==> src/design/assert_macros.svh <==
// assertion macros shared by the duration parser modules
`ifndef ASSERT_MACROS_SVH
`define ASSERT_MACROS_SVH

// property must hold at every clock edge outside reset
`define ASSERT_CLK(lbl, prop, msg) \
  lbl: assert property (@(posedge clk_i) disable iff (!rst_ni) (prop)) else $error(msg);

// condition must never be seen at a clock edge outside reset
`define ASSERT_NEVER(lbl, cond, msg) \
  lbl: assert property (@(posedge clk_i) disable iff (!rst_ni) !(cond)) else $error(msg);

`endif

==> src/design/dur_pkg.sv <==
// types, constants and helper functions of the duration text parser
`timescale 1ns / 1ps
`default_nettype none

package dur_pkg;

  // parser phase, one-hot
  typedef enum logic [6:0] {
    PhLead      = 7'b0000001,
    PhNum       = 7'b0000010,
    PhUnit      = 7'b0000100,
    PhWord      = 7'b0001000,
    PhTrailNum  = 7'b0010000,
    PhTrailWord = 7'b0100000,
    PhDead      = 7'b1000000
  } phase_e;

  // result status codes
  typedef enum logic [1:0] {
    StOk        = 2'd0,
    StMalformed = 2'd1,
    StOverflow  = 2'd2
  } status_e;

  // time unit codes
  typedef enum logic [1:0] {
    UnitSec  = 2'd0,
    UnitMin  = 2'd1,
    UnitHour = 2'd2,
    UnitDay  = 2'd3
  } unit_e;

  localparam int unsigned AccW    = 31;
  localparam int unsigned FactorW = 17;
  localparam int unsigned ProdW   = AccW + FactorW;

  localparam logic [AccW-1:0] MaxVal = '1;

  // character codes
  localparam logic [7:0] CharMinus = 8'h2D;
  localparam logic [7:0] CharZero  = 8'h30;
  localparam logic [7:0] CharNine  = 8'h39;
  localparam logic [7:0] CharS     = 8'h73;
  localparam logic [7:0] CharM     = 8'h6D;
  localparam logic [7:0] CharH     = 8'h68;
  localparam logic [7:0] CharD     = 8'h64;
  localparam logic [7:0] CharTab   = 8'h09;
  localparam logic [7:0] CharCr    = 8'h0D;
  localparam logic [7:0] CharSpace = 8'h20;

  // lengths of the long and short keyword
  localparam logic [3:0] WordLen  = 4'd9;
  localparam logic [3:0] ShortLen = 4'd4;

  // one input word
  typedef struct packed {
    logic [7:0] char_code;
    logic       last_char;
  } in_word_t;

  // input register to parser
  typedef struct packed {
    logic     fire;
    in_word_t word;
  } stage_t;

  // one result word
  typedef struct packed {
    logic [31:0] duration;
    status_e     status;
  } result_t;

  // characters of the keyword "permanent"
  function automatic logic [7:0] word_char(input logic [3:0] idx);
    logic [7:0] ch;
    case (idx)
      4'd0:    ch = 8'h70; // p
      4'd1:    ch = 8'h65; // e
      4'd2:    ch = 8'h72; // r
      4'd3:    ch = 8'h6D; // m
      4'd4:    ch = 8'h61; // a
      4'd5:    ch = 8'h6E; // n
      4'd6:    ch = 8'h65; // e
      4'd7:    ch = 8'h6E; // n
      4'd8:    ch = 8'h74; // t
      default: ch = 8'h00;
    endcase
    return ch;
  endfunction

  // seconds per unit
  function automatic logic [FactorW-1:0] unit_factor(input unit_e u);
    logic [FactorW-1:0] f;
    case (u)
      UnitSec:  f = 17'd1;
      UnitMin:  f = 17'd60;
      UnitHour: f = 17'd3600;
      UnitDay:  f = 17'd86400;
      default:  f = 17'd1;
    endcase
    return f;
  endfunction

endpackage

`default_nettype wire

==> src/design/dur_in_stage.sv <==
// input register of the duration parser with release control
`timescale 1ns / 1ps
`default_nettype none

module dur_in_stage (
  input  wire logic             clk_i,
  input  wire logic             rst_ni,
  input  wire logic             in_valid_i,
  input  wire dur_pkg::in_word_t word_i,
  input  wire logic             out_busy_i,
  output logic                  stall_o,
  output dur_pkg::stage_t       stage_o
);

  logic              valid_q, valid_d;
  dur_pkg::in_word_t word_q;
  logic              fire;
  logic              accept;

  // held word moves on unless it is a final byte facing a busy result register
  assign fire    = valid_q && (!word_q.last_char || !out_busy_i);
  assign stall_o = valid_q && !fire;
  assign accept  = in_valid_i && !stall_o;

  // occupancy
  always_comb begin
    valid_d = valid_q;
    if (accept) begin
      valid_d = 1'b1;
    end else if (fire) begin
      valid_d = 1'b0;
    end
  end

  always_ff @(posedge clk_i or negedge rst_ni) begin
    if (!rst_ni) begin
      valid_q <= 1'b0;
    end else begin
      valid_q <= valid_d;
    end
  end

  // payload
  always_ff @(posedge clk_i) begin
    if (accept) begin
      word_q <= word_i;
    end
  end

  assign stage_o.fire = fire;
  assign stage_o.word = word_q;

endmodule

`default_nettype wire

==> src/design/dur_parse_core.sv <==
// parser state and per-byte next state and result logic
`timescale 1ns / 1ps
`default_nettype none
`include "assert_macros.svh"

module dur_parse_core (
  input  wire logic            clk_i,
  input  wire logic            rst_ni,
  input  wire dur_pkg::stage_t stage_i,
  output dur_pkg::result_t     result_o
);

  dur_pkg::phase_e          phase_q, phase_d, phase_f;
  logic [dur_pkg::AccW-1:0] acc_q, acc_d, acc_f;
  logic                     minus_q, minus_d, minus_f;
  logic                     digit_q, digit_d, digit_f;
  logic                     ovf_q, ovf_d, ovf_f;
  logic [3:0]               idx_q, idx_d, idx_f;
  logic                     wsp_q, wsp_d, wsp_f;
  dur_pkg::unit_e           unit_q, unit_d, unit_f;

  logic [7:0]                  c;
  logic                        is_ws;
  logic                        is_digit;
  logic                        is_unit;
  dur_pkg::unit_e              char_unit;
  logic                        word_hit;
  logic [dur_pkg::AccW+3:0]    nv;
  logic [dur_pkg::ProdW-1:0]   prod;
  logic                        prod_big;
  logic [dur_pkg::AccW-1:0]    value;

  assign c = stage_i.word.char_code;

  // character classes
  assign is_ws    = (c inside {[dur_pkg::CharTab:dur_pkg::CharCr], dur_pkg::CharSpace});
  assign is_digit = (c inside {[dur_pkg::CharZero:dur_pkg::CharNine]});

  always_comb begin
    is_unit   = 1'b1;
    char_unit = dur_pkg::UnitSec;
    case (c)
      dur_pkg::CharS: char_unit = dur_pkg::UnitSec;
      dur_pkg::CharM: char_unit = dur_pkg::UnitMin;
      dur_pkg::CharH: char_unit = dur_pkg::UnitHour;
      dur_pkg::CharD: char_unit = dur_pkg::UnitDay;
      default:        is_unit   = 1'b0;
    endcase
  end

  // decimal accumulate: value * 10 + digit
  assign nv = ({4'd0, acc_q} << 3) + ({4'd0, acc_q} << 1)
            + {{(dur_pkg::AccW){1'b0}}, c[3:0]};

  assign word_hit = wsp_q && (idx_q < dur_pkg::WordLen) && (c == dur_pkg::word_char(idx_q));

  // state after this byte
  always_comb begin
    phase_f = phase_q;
    acc_f   = acc_q;
    minus_f = minus_q;
    digit_f = digit_q;
    ovf_f   = ovf_q;
    idx_f   = idx_q;
    wsp_f   = wsp_q;
    unit_f  = unit_q;
    if (is_ws) begin
      case (phase_q)
        dur_pkg::PhNum, dur_pkg::PhUnit: phase_f = dur_pkg::PhTrailNum;
        dur_pkg::PhWord:                 phase_f = dur_pkg::PhTrailWord;
        default:                         phase_f = phase_q;
      endcase
    end else if (phase_q inside {dur_pkg::PhTrailNum, dur_pkg::PhTrailWord, dur_pkg::PhDead}) begin
      phase_f = dur_pkg::PhDead;
    end else begin
      if (word_hit) begin
        idx_f = idx_q + 4'd1;
      end else begin
        wsp_f = 1'b0;
      end
      case (phase_q)
        dur_pkg::PhLead, dur_pkg::PhNum: begin
          if (c == dur_pkg::CharMinus && phase_q == dur_pkg::PhLead) begin
            minus_f = 1'b1;
            phase_f = dur_pkg::PhNum;
          end else if (is_digit) begin
            if (ovf_q || (nv[dur_pkg::AccW+3:dur_pkg::AccW] != 4'd0)) begin
              ovf_f = 1'b1;
            end else begin
              acc_f = nv[dur_pkg::AccW-1:0];
            end
            digit_f = 1'b1;
            phase_f = dur_pkg::PhNum;
          end else if (digit_q && is_unit) begin
            unit_f  = char_unit;
            phase_f = dur_pkg::PhUnit;
          end else begin
            phase_f = wsp_f ? dur_pkg::PhWord : dur_pkg::PhDead;
          end
        end
        dur_pkg::PhWord: begin
          if (!wsp_f) begin
            phase_f = dur_pkg::PhDead;
          end
        end
        default: phase_f = dur_pkg::PhDead;
      endcase
    end
  end

  // scaling by unit; with a nonzero unit the byte was no digit, so acc is unchanged
  assign prod     = {{(dur_pkg::FactorW){1'b0}}, acc_q}
                  * {{(dur_pkg::AccW){1'b0}}, dur_pkg::unit_factor(unit_f)};
  assign prod_big = (unit_f != dur_pkg::UnitSec)
                  && (prod[dur_pkg::ProdW-1:dur_pkg::AccW] != '0);
  assign value    = (unit_f == dur_pkg::UnitSec) ? acc_f : prod[dur_pkg::AccW-1:0];

  // result of a closed text
  always_comb begin
    result_o.duration = '1;
    result_o.status   = dur_pkg::StMalformed;
    case (phase_f)
      dur_pkg::PhWord, dur_pkg::PhTrailWord: begin
        if (wsp_f && (idx_f == dur_pkg::ShortLen || idx_f == dur_pkg::WordLen)) begin
          result_o.duration = '0;
          result_o.status   = dur_pkg::StOk;
        end
      end
      dur_pkg::PhNum, dur_pkg::PhUnit, dur_pkg::PhTrailNum: begin
        if (!digit_f) begin
          result_o.status = dur_pkg::StMalformed;
        end else if (minus_f && (acc_f != '0 || ovf_f)) begin
          result_o.status = dur_pkg::StMalformed;
        end else if (ovf_f || prod_big) begin
          result_o.status = dur_pkg::StOverflow;
        end else begin
          result_o.duration = {1'b0, value};
          result_o.status   = dur_pkg::StOk;
        end
      end
      default: result_o.status = dur_pkg::StMalformed;
    endcase
  end

  // a closed text returns the parser to its start state
  always_comb begin
    phase_d = phase_f;
    acc_d   = acc_f;
    minus_d = minus_f;
    digit_d = digit_f;
    ovf_d   = ovf_f;
    idx_d   = idx_f;
    wsp_d   = wsp_f;
    unit_d  = unit_f;
    if (stage_i.word.last_char) begin
      phase_d = dur_pkg::PhLead;
      acc_d   = '0;
      minus_d = 1'b0;
      digit_d = 1'b0;
      ovf_d   = 1'b0;
      idx_d   = 4'd0;
      wsp_d   = 1'b1;
      unit_d  = dur_pkg::UnitSec;
    end
  end

  always_ff @(posedge clk_i or negedge rst_ni) begin
    if (!rst_ni) begin
      phase_q <= dur_pkg::PhLead;
      acc_q   <= '0;
      minus_q <= 1'b0;
      digit_q <= 1'b0;
      ovf_q   <= 1'b0;
      idx_q   <= 4'd0;
      wsp_q   <= 1'b1;
      unit_q  <= dur_pkg::UnitSec;
    end else if (stage_i.fire) begin
      phase_q <= phase_d;
      acc_q   <= acc_d;
      minus_q <= minus_d;
      digit_q <= digit_d;
      ovf_q   <= ovf_d;
      idx_q   <= idx_d;
      wsp_q   <= wsp_d;
      unit_q  <= unit_d;
    end
  end

  // checks
  `ASSERT_CLK(a_restart_after_last, stage_i.fire && stage_i.word.last_char |=> phase_q == dur_pkg::PhLead && acc_q == '0 && !ovf_q, "parser not restarted after final byte")
  `ASSERT_NEVER(a_unit_outside_unit_phase, unit_q != dur_pkg::UnitSec && (phase_q == dur_pkg::PhLead || phase_q == dur_pkg::PhNum), "unit set while digits still expected")

endmodule

`default_nettype wire

==> src/design/dur_out_stage.sv <==
// result register of the duration parser
`timescale 1ns / 1ps
`default_nettype none

module dur_out_stage (
  input  wire logic             clk_i,
  input  wire logic             rst_ni,
  input  wire logic             load_i,
  input  wire dur_pkg::result_t result_i,
  input  wire logic             out_stall_i,
  output logic                  out_valid_o,
  output dur_pkg::result_t      result_o
);

  logic             valid_q, valid_d;
  dur_pkg::result_t result_q;

  // occupancy: a load only comes when the register is empty or being taken
  always_comb begin
    valid_d = valid_q;
    if (load_i) begin
      valid_d = 1'b1;
    end else if (valid_q && !out_stall_i) begin
      valid_d = 1'b0;
    end
  end

  always_ff @(posedge clk_i or negedge rst_ni) begin
    if (!rst_ni) begin
      valid_q <= 1'b0;
    end else begin
      valid_q <= valid_d;
    end
  end

  // payload
  always_ff @(posedge clk_i) begin
    if (load_i) begin
      result_q <= result_i;
    end
  end

  assign out_valid_o = valid_q;
  assign result_o    = result_q;

endmodule

`default_nettype wire

==> src/design/duration_string_parser.sv <==
// top level of the duration text parser
// result path: input register, then parser, then result register
// throughput: one byte per cycle; the input register holds back only a final
//   byte that meets a full, stalled result register
// reset: asynchronous, clears both valid flags and returns the parser to its
//   start state; payload registers are not reset
`timescale 1ns / 1ps
`default_nettype none
`include "assert_macros.svh"

module duration_string_parser (
  input  wire logic               clk_i,
  input  wire logic               rst_ni,
  input  wire logic               in_valid_i,
  output logic                    in_stall_o,
  input  wire logic [7:0]         char_code_i,
  input  wire logic               last_char_i,
  output logic                    out_valid_o,
  input  wire logic               out_stall_i,
  output logic signed [31:0]      duration_seconds_o,
  output logic [1:0]              status_o
);

  dur_pkg::in_word_t in_word;
  dur_pkg::stage_t   stage;
  dur_pkg::result_t  result_next;
  dur_pkg::result_t  result_out;
  logic              out_busy;

  assign in_word.char_code = char_code_i;
  assign in_word.last_char = last_char_i;
  assign out_busy          = out_valid_o && out_stall_i;

  // input register
  dur_in_stage u_in_stage (
    .clk_i      (clk_i),
    .rst_ni     (rst_ni),
    .in_valid_i (in_valid_i),
    .word_i     (in_word),
    .out_busy_i (out_busy),
    .stall_o    (in_stall_o),
    .stage_o    (stage)
  );

  // parser
  dur_parse_core u_parse_core (
    .clk_i    (clk_i),
    .rst_ni   (rst_ni),
    .stage_i  (stage),
    .result_o (result_next)
  );

  // result register
  dur_out_stage u_out_stage (
    .clk_i       (clk_i),
    .rst_ni      (rst_ni),
    .load_i      (stage.fire && stage.word.last_char),
    .result_i    (result_next),
    .out_stall_i (out_stall_i),
    .out_valid_o (out_valid_o),
    .result_o    (result_out)
  );

  assign duration_seconds_o = $signed(result_out.duration);
  assign status_o           = result_out.status;

  // checks
  `ASSERT_CLK(a_stall_only_when_out_busy, in_stall_o |-> out_valid_o && out_stall_i, "input stalled while result register free")
  `ASSERT_CLK(a_error_gives_minus_one, out_valid_o && status_o != dur_pkg::StOk |-> duration_seconds_o == -32'sd1, "error result without -1")
  `ASSERT_CLK(a_ok_not_negative, out_valid_o && status_o == dur_pkg::StOk |-> !duration_seconds_o[31], "valid result is negative")

endmodule

`default_nettype wire
==> config.mk <==
export PLATFORM = sky130hd
export DESIGN_NAME = duration_string_parser
export DESIGN_NICKNAME = d
export VERILOG_FILES = /design/src/design/dur_pkg.sv /design/src/design/dur_in_stage.sv /design/src/design/dur_parse_core.sv /design/src/design/dur_out_stage.sv /design/src/design/duration_string_parser.sv
export VERILOG_INCLUDE_DIRS = /design/src /design/src/design
export SDC_FILE = /design/constraint.sdc
export NUM_CORES = 1
export LEC_CHECK = 0
export BUFFER_PORTS_ARGS = -buffer_cell sky130_fd_sc_hd__buf_2
export CORE_ASPECT_RATIO = 0.5
export CORE_MARGIN = 4
export CORE_UTILIZATION = 55
export CTS_BUF_LIST = sky130_fd_sc_hd__clkbuf_2 sky130_fd_sc_hd__clkbuf_4 sky130_fd_sc_hd__clkbuf_8
export CTS_CLUSTER_SIZE = 16
export DETAILED_ROUTE_END_ITERATION = 10
export PLACE_DENSITY = 0.71
export SLEW_MARGIN = 20
export SYNTH_ARGS = -nofsm -noshare
export SYNTH_HDL_FRONTEND = slang
export SYNTH_SLANG_ARGS = --single-unit
==> constraint.sdc <==
create_clock -name clk_i -period 23 [get_ports clk_i]
set_clock_uncertainty 0.05 [all_clocks]
set_input_delay 4.6 -clock clk_i [delete_from_list [all_inputs] [get_ports clk_i]]
set_output_delay 4.6 -clock clk_i [all_outputs]
set_load 0.03 [all_outputs]
# Word level (Yosys, flattened, before mapping)
# Memory sizes are Yosys's and may differ from the RTL's.
# Index checks and enable logic that the tools add are counted.
# classes
addsub	3
n_mul	1
n_lt_le_gt_ge	5
n_eq_ne	24
mux	69
reduce_logical	39
# op_table
cell	count
31-bit 2-to-1 mux	8
32-bit 2-to-1 mux	3
17-bit one-hot mux with 4 select lines	1
32-bit one-hot mux with 2 select lines	1
7-bit 2-to-1 mux	8
31-bit by 17-bit multiplier with 48-bit output	1
34-bit by 32-bit adder with 35-bit output	1
35-bit by 4-bit adder with 35-bit output	1
34-bit 2-to-1 mux	1
8-bit by 7-bit equality test with 1-bit output (second input constant)	4
31-bit nonzero test	1
1-bit 2-to-1 mux	29
7-bit one-hot mux with 2 select lines	2
2-bit 2-to-1 mux	10
17-bit nonzero test	1
8-bit by 6-bit equality test with 1-bit output (second input constant)	2
4-bit 2-to-1 mux	4
1-bit logical AND	15
7-bit by 2-bit equality test with 1-bit output (second input constant)	2
7-bit by 3-bit equality test with 1-bit output (second input constant)	2
7-bit by 4-bit equality test with 1-bit output (second input constant)	2
7-bit by 5-bit equality test with 1-bit output (second input constant)	2
7-bit by 6-bit equality test with 1-bit output (second input constant)	2
8-bit equality test	1
other kinds (23)	37
# word_totals
register_bits	93
mem_bits_ro	112
elab_cells	156
n_memories	1
# mem_list
name	depth	word_bits	rd	rd_clocked_by_memory_dff	wr	line_no	rtl
(name not given)	16	7	1	0	0	dur_pkg.sv:76	case (idx)

# Logic depth before layout (Yosys ltp)
# Gate-level depths: netlist (run 1).
# logic_depth
word_depth	20
ltp_mapped	39

# Modules after synthesis
# A second synthesis (run 1) with hierarchy kept.
# unflattened
cells_unflattened	2509
hier_area_um2	21735.8
# by_module_without_submodules
module	instances	cells_per_inst	area_each_um2	seq_area_each_um2
dur_parse_core	1	2455	20333.3	1203.7
dur_out_stage	1	36	1053.5	1046.0
dur_in_stage	1	16	336.6	295.3
duration_string_parser	1	2	12.5	0.0

# Worst setup path before layout (run 1)
# OpenSTA, ideal clock, no wires.
# synth_path
kind	input-to-output
from	input port out_stall_i
to	output port in_stall_o
arrival_ns	4.941
path_slack_ns	13.409
path_stages	2
n_path_buf	0
path_cell_list	nand4_1 inv_1
# synth_between
elab_chain_cells	6
# synth_rtl
element	line_no	rtl
from (decl)	duration_string_parser.sv:19	input wire logic out_stall_i,
1-bit logical AND	duration_string_parser.sv:32	assign out_busy = out_valid_o && out_stall_i;
1-bit logical NOT	dur_in_stage.sv:21	assign fire = valid_q && (!word_q.last_char || !out_busy_i);
1-bit logical OR	dur_in_stage.sv:21	
1-bit logical AND	dur_in_stage.sv:21	
1-bit logical NOT	dur_in_stage.sv:22	assign stall_o = valid_q && !fire;
1-bit logical AND	dur_in_stage.sv:22	
to (decl)	duration_string_parser.sv:15	output logic in_stall_o,
# Every way passes these cells.

==> run metrics, run 1 <==
Detailed Route Iter0 Violations 1580; Layout area overhead 3.35%; share of the synthesized area in the top cell type 0.267; post-CTS sizing 0; vias in the first global route 17700; Die ar. 43700 um2; Gate power share 0.066; RSZ-0062 raised after global routing false; Tcrit/Tclk final 0.477; EDFF count, synth 43; drt drc 0; Post-DP HPWL 47.9 mm; syn nets 3127; Post-Syn Area 22100 um2; critical path's top delay family adder cells; layout cell share with drive strength beyond 1 0.0716; Final Setup Violations 0; CP Class reg -> reg; Worst Path Required 23.07 ns; R2R setup slack 12.03 ns; Mapped Avg Cell Area 8.72 um2; clk_lat worst skew 0.40 ns; Max FO, Critical Path 32; minimum clock period 10.97 ns; Initial Util 0.562; Slew @ Worst Pin 1.11 ns; commonest non-fill, non-tap cell in the layout inv_1; Synth area leader fa_1; Overall Power 0.324 mW; share of flip-flops with an asynchronous set or reset 0.538; grt total ovfl 0; Top cell by count, worst path fa_1; postcts setup bufs 0; Max Clock Freq 91.2 MHz; Cell Rows 51; Critical Path AT 11.04 ns; I/O Buffers 48; routed vias/inst 5.85; initial antenna violation count 2; Fin. Hold Viols 0; total vias in the final route 17600; Yosys cell types 89; worst path buffer plus inverter count 5; r2r endpoint u_out_stage.result_o[4]; CTS Sinks 93; Seq cells post-synth 93; CTS H-tree lvls 3; Worst Hold Launch u_parse_core.minus_q; hold_buf cts 0; Final GP Congestion 0.941; gr usage total 0.278; R2R cell count 29; global-route wire length before repair 96.0 mm; Worst Hold Class reg -> reg; Worst Hold Depth 2; die width 292 um; outcome completed; Setup Total Neg Slack 0 ns; critical path endpoint category flip-flop; pins over their slew limit 0; CTS buffer count 9; Mapped Cells 2535; Hold Path End u_parse_core.minus_q; drt pass-1 iters 5; # Max-Cap Violations 0; startpoint types flip-flop; final antenna-violating net count 0; WL final 59.3 mm; peak supply drop 0.0282 mV; WL per Instance 19.6 um; Switching Fraction 0.274; Max clock buf depth 2; sequential power share 0.557; Clock power frac 0.376; internal power 0.235 mW; # diodes 0; count of nets after finishing 3074; total core area 39300 um2; CP max stage delay 0.79 ns; sequential area share after synthesis 0.115; CTS tree yes; PwrDens 14.2 nW/um2; Slew HR 0.249; Ports 49; Leak 11.5 nW; Crit Reg-Reg Startpoint u_parse_core.phase_q[5]; Die H 150 um; largest net degree at the start of global routing 82; root buf cell clkbuf_8; Psw 0.0889 mW; Synth area leaders fa_1 (27%), ha_1 (16%), inv_1 (8.2%), edfxtp_1 (5.8%), dfrtp_1 (5.4%); Ys Warns 0; slowest cell on the critical path ha_2; Fillers 3558; most frequent cells in the layout inv_1 (485), fa_1 (295), ha_1 (281); main flop type after synthesis dfrtp_1; crit path launch u_parse_core.phase_q[5]; Clk pin slew, worst setup/hold paths 0.12 ns
metal layers:
layer	track usage	share of wire
met3	0.0420	0.077
met5	0	0.00044
met2	0.454	0.46
met1	0.391	0.44
met4	0.0712	0.024
cells in the mapped netlist, types with 39 or more instances:
library cell and instances:
and3_1 39, xor2_1 54, a21oi_1 124, edfxtp_1 43, nand2_1 191, o21ai_0 87
fa_1 295, nor2_1 118, xnor2_1 52, dfrtp_1 48, inv_1 485, and2_1 134
clkbuf_1 106, ha_1 284
worst min-delay path, delay by kind of cell (launching register included):
family,cells,cell delay [ns]
compound gates,1,0.04
simple gates,1,0.07
flops,1,0.36
power by group through the flow:
stage | clock [mW] | combinational (mW) | sequential [mW]
2_1_floorplan | 0 | 0.0134 | 0.182
3_3_place_gp | 0 | 0.0206 | 0.184
3_5_place_dp | 0 | 0.0210 | 0.184
4_1_cts | 0.123 | 0.0211 | 0.181
5_1_grt | 0.129 | 0.0237 | 0.181
6_report | 0.122 | 0.0215 | 0.181
cell families after synthesis:
group | Yosys count | share of synthesized area
xor+xnor | 106 | 0.0420
fa+ha+maj | 580 | 0.428
compound gates | 468 | 0.146
simple gates | 642 | 0.147
flops | 93 | 0.115
mux | 28 | 0.0139
buf+inv | 618 | 0.107
cell type report:
type | count | area (um2) | share of cell area
Multi-Input combinational cell | 1824 | 17200 | 0.753
Sequential cell | 93 | 2540 | 0.111
Inverter | 485 | 1820 | 0.0797
Tap cell | 530 | 663 | 0.0290
Timing Repair Buffer | 69 | 402 | 0.0176
Clock buffer | 10 | 131 | 0.00575
Clock inverter | 6 | 71.3 | 0.00312
registers in the layout, indices dropped and copies added (netlist names):
| signal | flops |
|---|---|
| u_parse_core.idx_q | 4 |
| u_parse_core.acc_q | 31 |
| u_out_stage.out_valid_o | 1 |
| u_parse_core.unit_q | 2 |
| u_parse_core.wsp_q | 1 |
| u_parse_core.ovf_q | 1 |
| u_parse_core.digit_q | 1 |
| u_in_stage.stage_o | 9 |
| u_parse_core.phase_q | 7 |
| u_out_stage.result_o | 34 |
| u_parse_core.minus_q | 1 |
| u_in_stage.valid_q | 1 |
worst max path at each step:
stage / slack [ns] / to / cells past startpoint
3_5_place_dp: 12.21 / u_out_stage.result_o[4] / 29
5_1_grt: 11.22 / u_out_stage.result_o[6] / 29
2_1_floorplan: 13.41 / in_stall_o / 2
6_report: 12.03 / u_out_stage.result_o[4] / 29
3_3_place_gp: 12.52 / u_out_stage.result_o[12] / 29
4_1_cts: 12.20 / u_out_stage.result_o[4] / 29
stage by stage:
step | util | hold slack, ns | instance area, um2 | setup slack [ns] | cells
after floorplan | - | 0.400 | 22100 | 13.41 | 2535
after global routing | 0.581 | 0.489 | 22800 | 11.22 | 3017
after CTS | 0.581 | 0.460 | 22800 | 12.20 | 3016
after global placement | 0.576 | 0.436 | 22600 | 12.52 | 3000
final | 0.581 | 0.461 | 22800 | 12.03 | 3017
after detailed placement | 0.576 | 0.433 | 22600 | 12.21 | 3000
Power figures use the tool's default switching activity.
==> run 2: changes to the inputs <==
- clock period: 23 -> 10.7 ns (I/O delays scaled with it)
==> run metrics, run 2 (same netlist as run 1, synthesis figures left out) <==
postcts setup bufs 0; Max clock buf depth 2; Die ar. 43700 um2; CTS H-tree lvls 3; max reg flops 34; Slew HR 0.297; layout cell share with drive strength beyond 1 0.0788; total core area 39300 um2; met3 Track Usage GR 0.0494; peak supply drop 0.0597 mV; R2R cell count 33; global-route wire length before repair 97.3 mm; Die H 150 um; Leak 11.5 nW; CTS buffer count 9; GR Util met2 0.462; most frequent cells in the layout inv_1 (485), fa_1 (295), ha_1 (280); Tcrit/Tclk final 0.936; die width 292 um; Post-DP HPWL 48.5 mm; Top cell by count, worst path fa_1; R2R setup slack 0.68 ns; Ports 49; CP max stage delay 0.59 ns; root buf cell clkbuf_8; gr busiest metal met2; Overall Power 0.680 mW; critical path endpoint category flip-flop; vias in the first global route 18200; startpoint types flip-flop; RSZ-0062 raised after global routing false; Initial Util 0.562; CTS Sinks 93; CP Capture Point u_out_stage.result_o[6]; minimum clock period 10.02 ns; CTS tree yes; WL per Instance 19.5 um; final antenna-violating net count 0; outcome completed; critical path's top delay family adder cells; grt total ovfl 0; Layout area overhead 4.09%; Final Setup Violations 0; Clk pin slew, worst setup/hold paths 0.12 ns; crit path launch u_in_stage.stage_o[2]; Fin. Hold Viols 0; Cell Rows 51; clk_lat worst skew 0.41 ns; r2r endpoint u_out_stage.result_o[6]; slowest cell on the critical path o41ai_1; met1 usage 0.383; total vias in the final route 17800; Cell Area, Placed 22800 um2; Core Util, Final 0.585; # diodes 0; PwrDens 29.5 nW/um2; Final GP Congestion 0.940; worst path buffer plus inverter count 6; count of nets after finishing 3088; Detailed Route Iter0 Violations 1359; Max Clock Freq 99.8 MHz; Worst Hold Class reg -> reg; number of cells on the critical path 33; Worst Path Required 10.76 ns; routed vias/inst 5.87; post-place setup slack 0.257 ns; Crit Reg-Reg Startpoint u_in_stage.stage_o[2]; CP Class reg -> reg; commonest non-fill, non-tap cell in the layout inv_1; fin area 23000 um2; WL final 59.2 mm; # Max-Cap Violations 0; Slew @ Worst Pin 1.06 ns; Max FO, Critical Path 32; final worst setup slack 0.681 ns; Setup Total Neg Slack 0 ns; pins over their slew limit 0; largest net degree at the start of global routing 61; initial antenna violation count 3; I/O Buffers 48; drt pass-1 iters 5; drt drc 0; Critical Path AT 10.08 ns; gr usage total 0.281
-- run 2: cell types whose count changed in the layout (fill, tap and decap cells not counted), sizes merged --
cell,before,now
bufinv,1,0
clkinvlp,2,0
clkinv,1,4
buf,69,83
inv,487,488
clkbuf,10,9
-- run 2: where the power goes --
part	switching [mW]	internal (mW)	leakage, nW
Combinational	0.0329	0.0140	10.5
Clock	0.154	0.0904	0.0990
Sequential	0.00798	0.380	0.986
-- run 2: tightest hold or removal path: cells and delay by family, from the launching register on --
kind | cells | cell delay [ns]
flops | 1 | 0.36
compound gates | 1 | 0.07
simple gates | 1 | 0.05
-- run 2: timing repair --
item,4_1_cts,5_1_grt
gates resized for setup,0,8
hold buffers,0,0
endpoints found under the setup margin,0,33
hold endpoints to repair,0,0
-- run 2: worst min path at each step --
stage / from / to / slack [ns] / cells after the start
CTS: u_parse_core.unit_q[1] / u_parse_core.unit_q[1] / 0.46 / 2
floorplan: u_parse_core.unit_q[0] / u_parse_core.unit_q[0] / 0.40 / 2
global route: u_parse_core.phase_q[0] / u_parse_core.phase_q[0] / 0.47 / 2
global placement: u_parse_core.unit_q[1] / u_parse_core.unit_q[1] / 0.42 / 2
finish: u_parse_core.unit_q[1] / u_parse_core.unit_q[1] / 0.45 / 2
detailed placement: u_parse_core.unit_q[1] / u_parse_core.unit_q[1] / 0.43 / 2
-- run 2: final cells by class --
cell class                      instances  area (um2)
Multi-Input combinational cell       1824       17300
Fill cell                            3602       16300
Sequential cell                        93        2540
Inverter                              485        1820
Tap cell                              530         663
Timing Repair Buffer                   83         532
Clock buffer                            9         124
Clock inverter                          7        68.8
-- run 2: per-stage QoR --
stage	instances	hold WS, ns
6_report	3031	0.453
5_1_grt	3031	0.472
4_1_cts	3031	0.455
3_5_place_dp	3015	0.431
3_3_place_gp	3015	0.418
2_1_floorplan	2535	0.400
-- run 2: metal layers --
layer / up-vias / part of all wire
met2: 635 / 0.45
li1: 8269 / -
met1: 8746 / 0.43
met5: - / 0
met3: 131 / 0.079
met4: 0 / 0.034
